===== config.mk =====
export PLATFORM = sky130hd
export DESIGN_NAME = streaming_substring_search_top_flat
export DESIGN_NICKNAME = d
export VERILOG_FILES = /design/src/sv/ssrch_pkg.sv /design/src/sv/ssrch_req_if.sv /design/src/sv/ssrch_rsp_if.sv /design/src/sv/ssrch_match.sv /design/src/sv/streaming_substring_search_top.sv /design/src/flat_wrapper.sv
export SDC_FILE = /design/constraint.sdc
export NUM_CORES = 1
export LEC_CHECK = 0
export BUFFER_PORTS_ARGS = -buffer_cell sky130_fd_sc_hd__buf_2
export CORE_ASPECT_RATIO = 2
export CORE_MARGIN = 2
export CORE_UTILIZATION = 49
export DETAILED_ROUTE_END_ITERATION = 8
export PLACE_DENSITY = 0.65
export SLEW_MARGIN = 40
export SYNTH_ARGS = -nofsm -noshare
export SYNTH_HDL_FRONTEND = slang
export SYNTH_HIERARCHICAL = 1
export SYNTH_SLANG_ARGS = --single-unit

===== constraint.sdc =====
create_clock -name clock -period 10.4 [get_ports clock]
set_clock_uncertainty 0.2 [all_clocks]
set_input_delay 0.52 -clock clock [delete_from_list [all_inputs] [get_ports clock]]
set_output_delay 0.52 -clock clock [all_outputs]
set_load 0.1 [all_outputs]

===== src/sv/ssrch_pkg.sv =====
// ----------------------------------------------------------------------------
// ssrch_pkg
// Shared types, constants and byte helpers for the streaming substring search.
// ----------------------------------------------------------------------------
package ssrch_pkg;

   localparam int MaxNeedle = 16;
   localparam int IdxWidth  = $clog2(MaxNeedle);
   localparam int LenWidth  = $clog2(MaxNeedle + 1);
   localparam int PosWidth  = 32;
   localparam int CsrWidth  = 64;

   localparam logic [7:0] CaseBit = 8'd32;
   localparam logic [PosWidth-1:0] PosMax = '1;

   typedef logic [7:0] byte_type;
   typedef byte_type [MaxNeedle-1:0] window_type;
   typedef logic [LenWidth-1:0] len_type;
   typedef logic [PosWidth-1:0] pos_type;

   // configuration register indexes
   typedef enum logic [1:0] {
      REG_NEEDLE_LOW    = 2'd0,
      REG_NEEDLE_HIGH   = 2'd1,
      REG_NEEDLE_LENGTH = 2'd2,
      REG_CASE_FOLD     = 2'd3
   } csr_index_type;

   // compare outcome for one haystack byte
   typedef struct packed {
      logic    hit;
      pos_type offset;
   } match_type;

   // ascii lower-casing, only A to Z fold
   function automatic byte_type fold_byte(input byte_type b);
      byte_type r;
      r = b;
      if (b >= 8'h41 && b <= 8'h5A) begin
         r = b | CaseBit;
      end
      return r;
   endfunction

endpackage


===== src/sv/ssrch_req_if.sv =====
// ----------------------------------------------------------------------------
// ssrch_req_if
// Haystack byte channel: valid/ready handshake with one byte per transaction.
// ----------------------------------------------------------------------------
interface ssrch_req_if;
   logic       valid;
   logic       ready;
   logic [7:0] data_byte;
   logic       end_of_haystack;

   modport source (output valid, output data_byte, output end_of_haystack, input ready);
   modport sink   (input valid, input data_byte, input end_of_haystack, output ready);
endinterface


===== src/sv/ssrch_rsp_if.sv =====
// ----------------------------------------------------------------------------
// ssrch_rsp_if
// Search result channel: valid/ready handshake carrying found and offset.
// ----------------------------------------------------------------------------
interface ssrch_rsp_if;
   logic        valid;
   logic        ready;
   logic        found;
   logic [31:0] match_offset;

   modport source (output valid, output found, output match_offset, input ready);
   modport sink   (input valid, input found, input match_offset, output ready);
endinterface


===== src/sv/ssrch_match.sv =====
// ----------------------------------------------------------------------------
// ssrch_match
// Parallel compare of the shifted window against the needle, with offset.
// ----------------------------------------------------------------------------
module ssrch_match
   import ssrch_pkg::*;
(
   input  window_type win,
   input  window_type needle,
   input  len_type    len,
   input  logic       case_fold,
   input  pos_type    position,
   output match_type  result
);

   logic [MaxNeedle-1:0] eq;

   // needle byte k lines up with window entry len-1-k
   always_comb begin
      for (int k = 0; k < MaxNeedle; k++) begin
         len_type  j;
         byte_type h;
         byte_type n;
         j = len - LenWidth'(1) - LenWidth'(k);
         h = win[j[IdxWidth-1:0]];
         n = needle[k];
         if (case_fold) begin
            h = fold_byte(h);
            n = fold_byte(n);
         end
         eq[k] = (LenWidth'(k) >= len) || (h == n);
      end
   end

   // empty needle matches at once in exact mode, never in case-fold mode
   always_comb begin
      if (len == '0) begin
         result.hit    = !case_fold;
         result.offset = '0;
      end else begin
         result.hit    = (position >= PosWidth'(len)) && (&eq);
         result.offset = position - PosWidth'(len);
      end
   end

endmodule


===== src/sv/streaming_substring_search_top.sv =====
// ----------------------------------------------------------------------------
// streaming_substring_search_top
// First-occurrence needle search over a byte stream, one result per haystack.
// ----------------------------------------------------------------------------
// a result passes from the input register through the compare into the result register on rsp_chan
// throughput: one byte per cycle while no result waits on rsp_chan, set by the single compare stage
// a result waiting on rsp_chan holds the compare stage, so intake stalls
// once the input register also holds a byte
// reset is synchronous and active high: needle, window, position cleared
// ----------------------------------------------------------------------------
module streaming_substring_search_top
   import ssrch_pkg::*;
(
   input  logic                clock,
   input  logic                reset,
   ssrch_req_if.sink           req_chan,
   ssrch_rsp_if.source         rsp_chan,
   input  logic                csr_write_en,
   input  logic [1:0]          csr_index,
   input  logic [CsrWidth-1:0] csr_data
);

   // configuration registers
   logic [CsrWidth-1:0] needle_low_ff;
   logic [CsrWidth-1:0] needle_high_ff;
   len_type             needle_length_ff;
   logic                case_fold_ff;

   // input register
   logic     in_valid_ff;
   byte_type in_byte_ff;
   logic     in_last_ff;

   // search state
   window_type window_ff, window_in;
   pos_type    position_ff, position_in;
   logic       reported_ff, reported_in;

   // result register
   logic    out_valid_ff, out_valid_in;
   logic    out_found_ff, out_found_in;
   pos_type out_offset_ff, out_offset_in;

   window_type needle;
   window_type win_shift;
   pos_type    pos_next;
   len_type    len_sat;
   match_type  match;
   logic       advance;
   logic       emit;

   // the input stage moves on whenever the result slot is free or draining
   assign advance        = !out_valid_ff || rsp_chan.ready;
   assign req_chan.ready = !in_valid_ff || advance;

   assign rsp_chan.valid        = out_valid_ff;
   assign rsp_chan.found        = out_found_ff;
   assign rsp_chan.match_offset = out_offset_ff;

   // needle bytes from the two 64-bit registers
   always_comb begin
      for (int k = 0; k < MaxNeedle / 2; k++) begin
         needle[k]                 = needle_low_ff[8*k +: 8];
         needle[k + MaxNeedle / 2] = needle_high_ff[8*k +: 8];
      end
   end

   assign len_sat = (needle_length_ff > LenWidth'(MaxNeedle)) ?
                    LenWidth'(MaxNeedle) : needle_length_ff;

   // window shifted by the new byte and saturating position
   always_comb begin
      win_shift[0] = in_byte_ff;
      for (int i = 1; i < MaxNeedle; i++) begin
         win_shift[i] = window_ff[i-1];
      end
      pos_next = (position_ff == PosMax) ? PosMax : position_ff + PosWidth'(1);
   end

   ssrch_match u_match (
      .win       (win_shift),
      .needle    (needle),
      .len       (len_sat),
      .case_fold (case_fold_ff),
      .position  (pos_next),
      .result    (match)
   );

   assign emit = !reported_ff && (match.hit || in_last_ff);

   // next state and result
   always_comb begin
      window_in     = window_ff;
      position_in   = position_ff;
      reported_in   = reported_ff;
      out_valid_in  = out_valid_ff && !rsp_chan.ready;
      out_found_in  = out_found_ff;
      out_offset_in = out_offset_ff;
      if (in_valid_ff && advance) begin
         if (emit) begin
            out_valid_in  = 1'b1;
            out_found_in  = match.hit;
            out_offset_in = match.hit ? match.offset : '0;
         end
         if (in_last_ff) begin
            window_in   = '0;
            position_in = '0;
            reported_in = 1'b0;
         end else begin
            window_in   = win_shift;
            position_in = pos_next;
            reported_in = reported_ff || match.hit;
         end
      end
   end

   // configuration writes
   always_ff @(posedge clock) begin
      if (reset) begin
         needle_low_ff    <= '0;
         needle_high_ff   <= '0;
         needle_length_ff <= '0;
         case_fold_ff     <= 1'b0;
      end else if (csr_write_en) begin
         case (csr_index_type'(csr_index))
            REG_NEEDLE_LOW:    needle_low_ff    <= csr_data;
            REG_NEEDLE_HIGH:   needle_high_ff   <= csr_data;
            REG_NEEDLE_LENGTH: needle_length_ff <= csr_data[LenWidth-1:0];
            REG_CASE_FOLD:     case_fold_ff     <= csr_data[0];
            default: ;
         endcase
      end
   end

   // input register
   always_ff @(posedge clock) begin
      if (reset) begin
         in_valid_ff <= 1'b0;
      end else if (req_chan.ready) begin
         in_valid_ff <= req_chan.valid;
      end
      if (req_chan.valid && req_chan.ready) begin
         in_byte_ff <= req_chan.data_byte;
         in_last_ff <= req_chan.end_of_haystack;
      end
   end

   // search state and result register
   always_ff @(posedge clock) begin
      if (reset) begin
         window_ff    <= '0;
         position_ff  <= '0;
         reported_ff  <= 1'b0;
         out_valid_ff <= 1'b0;
      end else begin
         window_ff    <= window_in;
         position_ff  <= position_in;
         reported_ff  <= reported_in;
         out_valid_ff <= out_valid_in;
      end
      out_found_ff  <= out_found_in;
      out_offset_ff <= out_offset_in;
   end

endmodule


===== src/flat_wrapper.sv =====
// flat-port wrapper written by rule: the top's interface ports become plain ports
module streaming_substring_search_top_flat import ssrch_pkg::*;
  (clock, reset, csr_write_en, csr_index, csr_data, req_chan_valid, req_chan_data_byte, req_chan_end_of_haystack, req_chan_ready, rsp_chan_valid, rsp_chan_found, rsp_chan_match_offset, rsp_chan_ready);
  ssrch_req_if req_chan_i ();
  ssrch_rsp_if rsp_chan_i ();
  input  logic clock;
  input  logic reset;
  input  logic csr_write_en;
  input  logic [1:0] csr_index;
  input  logic [CsrWidth-1:0] csr_data;
  input wire logic [$bits(req_chan_i.valid)-1:0] req_chan_valid;
  input wire logic [$bits(req_chan_i.data_byte)-1:0] req_chan_data_byte;
  input wire logic [$bits(req_chan_i.end_of_haystack)-1:0] req_chan_end_of_haystack;
  output wire logic [$bits(req_chan_i.ready)-1:0] req_chan_ready;
  output wire logic [$bits(rsp_chan_i.valid)-1:0] rsp_chan_valid;
  output wire logic [$bits(rsp_chan_i.found)-1:0] rsp_chan_found;
  output wire logic [$bits(rsp_chan_i.match_offset)-1:0] rsp_chan_match_offset;
  input wire logic [$bits(rsp_chan_i.ready)-1:0] rsp_chan_ready;
  assign req_chan_i.valid = req_chan_valid;
  assign req_chan_i.data_byte = req_chan_data_byte;
  assign req_chan_i.end_of_haystack = req_chan_end_of_haystack;
  assign req_chan_ready = req_chan_i.ready;
  assign rsp_chan_valid = rsp_chan_i.valid;
  assign rsp_chan_found = rsp_chan_i.found;
  assign rsp_chan_match_offset = rsp_chan_i.match_offset;
  assign rsp_chan_i.ready = rsp_chan_ready;
  streaming_substring_search_top u_core (.clock(clock), .reset(reset), .req_chan(req_chan_i), .rsp_chan(rsp_chan_i), .csr_write_en(csr_write_en), .csr_index(csr_index), .csr_data(csr_data));
endmodule

==> run metrics <==
outcome=completed; Reg2Reg Capture Point=u_core/rsp_chan.match_offset[2]; core area=47400 sq um; Overall Global Routing Usage=35.2%; CP startpoint=u_core/needle_length_ff[4]; ratio of cells with drive above 1 in the final layout=15.4%; Final Critical Period=7760 ps; worst slew pin tran=873 ps; M3 GR Usage=5.05%; Final Hold Violating Endpoints=0; Placer Congestion=1.03; antenna-violating nets left=0; Die Area=49600 sq um; FF+latch count, synth=331; Die Y-Extent=313 microns; Critical Path AT=7820 ps; max incr delay on CP=860 ps; PnR worst setup slack=2640 ps; setup TNS=0 ps; period utilization=74.6%; CTS tree=built; antenna violations before repair=3; 1st-pass router iterations=8; fin. max-slew vios=0; reg2reg setup slack=2640 ps; Rows=113; worst reg2reg startpoint=u_core/needle_length_ff[4]; synth top area cells=dfxtp_1 (25%), mux4_2 (9.9%), mux2i_1 (7.4%), a21oi_1 (7.4%), nand2_1 (6.8%); Avg WL per Cell=25.1 microns; CTS max path bufs=3; global route total overflow=0; chip width=159 microns; post-synthesis cell type count=89; most frequent cells in the layout=nand2_1 (421), a21oi_1 (344), dfxtp_1 (289), nor2_1 (265), mux2i_1 (174); final HPWL from detailed placement=68.0 mm; Critical Path Fanout Max=75; met1 Track Usage GR=33.3%; Max-slew headroom=41.4%; Synth Flop Type=dfxtp_1; Area growth syn-to-layout=11.4%; critical-path cell list=nor2b_4 -> inv_1 -> ha_4 -> inv_2 -> o311a_1 -> a21oi_1 -> and3_1 -> o22ai_1 -> or4_1 -> a31oi_1 -> xor2_1 -> or4_1 -> o32a_1 -> a211o_1 -> o32ai_4 -> nor2_1 -> nor3_2 -> buf_4; Pwr Total=0.00329 W; WP buf/inv=3; worst-case reg-to-reg path depth=18; CTS buffer count=31; met2 layer usage reported by global route=63.5%; Seq/Total Area, Yosys=30.1%; Synth warnings=6; starting density of the core=49.4%; maximum clock frequency=129 MHz; DRT Wirelength=88.2 mm; via count=22200; Lkg Pwr=10.0 nW; worst slack at placement=2710 ps; fin cells=3510; # clock sinks=331; Crit. End Element=flip-flop; CP Capture Point=u_core/rsp_chan.match_offset[2]; utilization after layout=55.0%; Resized Gates After CTS=0; Hold WC Path Type=in -> reg; Via density=6.33; largest net degree at the start of global routing=130; CTS HTree Levels=1; Post-Place Cells=3376; mapped cell area=23400 sq um; DRT iter0 DRCs=1796; EDFF count, synth=42; crit start category=flip-flop; total I/O pin count=115; port buffer count=114; Worst-Skew Late Latency=630 ps; Worst Path Required=10450 ps; Residual DRC=0; vias in the first global route=21400; critical path type=reg -> reg; final layout net count=2942; Async S/R FF share, synth=0%; Critical-path top delay cell=ha_4; Syn Inst Count=2796; Synth Area per Inst=8.37 sq um; clk slew on worst S/H paths=70 ps; PwrDens=126 nW/um^2; maxcap violations=0; maximum vdd drop=216 uV; area leader, netlist=dfxtp_1; grt peak-use layer=met2; commonest non-fill, non-tap cell in the layout=nand2_1; Syn Nets=2887; unrepaired setup endpoints after global routing=false; Crit path depth=18; Clock Tree Root=clkbuf_16; cts hold-fix bufs=73; post-synth top area share=24.7%; global-route wire length before repair=130 mm; most used cell, CP=or4_1; post-CTS setup buffer count=0; CP delay by family, top=compound AO/OA/AOI/OAI gates; # setup viols final=0
[synth_stat cells (12+ instances only)]
cell type / count
nand2_1: 422
a21oi_1: 345
dfxtp_1: 289
nor2_1: 265
mux2i_1: 174
and3_1: 137
clkbuf_1: 119
mux4_2: 103
xnor2_1: 99
mux2_2: 82
xor2_1: 73
o21ai_0: 68
nor3_1: 66
nand3_1: 47
edfxtp_1: 42
and2_1: 40
nor4_1: 33
buf_1: 32
buf_2: 32
nand4_1: 30
a211oi_1: 25
nor2b_1: 19
inv_1: 17
or3_1: 16
a31oi_1: 15
a311oi_1: 12
buf_4: 12
o31ai_1: 12
[registers in the layout (all words and copies together) (netlist names)]
register,cells
u_core/in_last_ff,1
u_core/in_valid_ff,1
u_core/rsp_chan.valid,1
u_core/reported_ff,1
u_core/win_shift,120
u_core/rsp_chan.match_offset,32
u_core/needle_length_ff,5
u_core/needle_high_ff,64
u_core/needle_low_ff,64
u_core/case_fold_ff,1
u_core/rsp_chan.found,1
u_core/position_ff,32
u_core/in_byte_ff,8
[area by class of cell]
class,instances,area [sq um]
Multi-Input combinational cell,2240,15400
Antenna cell,2,5.00
Timing Repair Buffer,229,1690
Inverter,18,67.6
Tap cell,632,791
Clock buffer,44,897
Fill cell,4397,21300
Clock inverter,14,123
Sequential cell,331,7050
[worst min-delay path, stage by stage]
cell and delay (ps):
buf_2 150, nand2_1 70, a21oi_1 50
[per-layer routing]
layer / vias up / share of wire, %
li1: 10200 / -
met1: 10700 / 32
met2: 955 / 51
met3: 395 / 5.3
met4: 2 / 12
met5: - / 0.011
[per-stage QoR]
step | hold WS, ps | area [sq um]
floorplan | 236 | 23400
global placement | 245 | 24200
detailed placement | 257 | 24300
CTS | 2.73 | 26000
global route | 17.8 | 26100
finish | 23.5 | 26100
[power breakdown]
group	leakage (nW)	total (W)	internal, W	switching (W)
clock network	0.498	0.00117	0.000630	0.000540
registers	2.72	0.00136	0.00133	0.0000367
logic	6.78	0.000753	0.000270	0.000483
total	10.0	0.00329	0.00223	0.00106
[worst min path at each step]
stage	start	endpoint	cells past startpoint
floorplan	u_core/needle_high_ff[5]	u_core/needle_high_ff[5]	2
global placement	u_core/needle_low_ff[53]	u_core/needle_low_ff[53]	2
detailed placement	u_core/needle_low_ff[37]	u_core/needle_low_ff[37]	2
CTS	csr_data[32]	u_core/needle_high_ff[32]	3
global route	csr_data[32]	u_core/needle_high_ff[32]	3
finish	csr_data[32]	u_core/needle_high_ff[32]	3
[kinds of logic after synthesis]
family	Yosys count	share of synthesized area, %
DFF	331	30.1
buffers and inverters	225	4.39
adders and majority gates	12	0.663
AOI/OAI and AO/OA	566	14.1
xor gates and xnor gates	177	6.83
muxes	359	21.3
and+or+nand+nor	1126	22.6
Note: power is estimated with default switching activity, not from simulation.
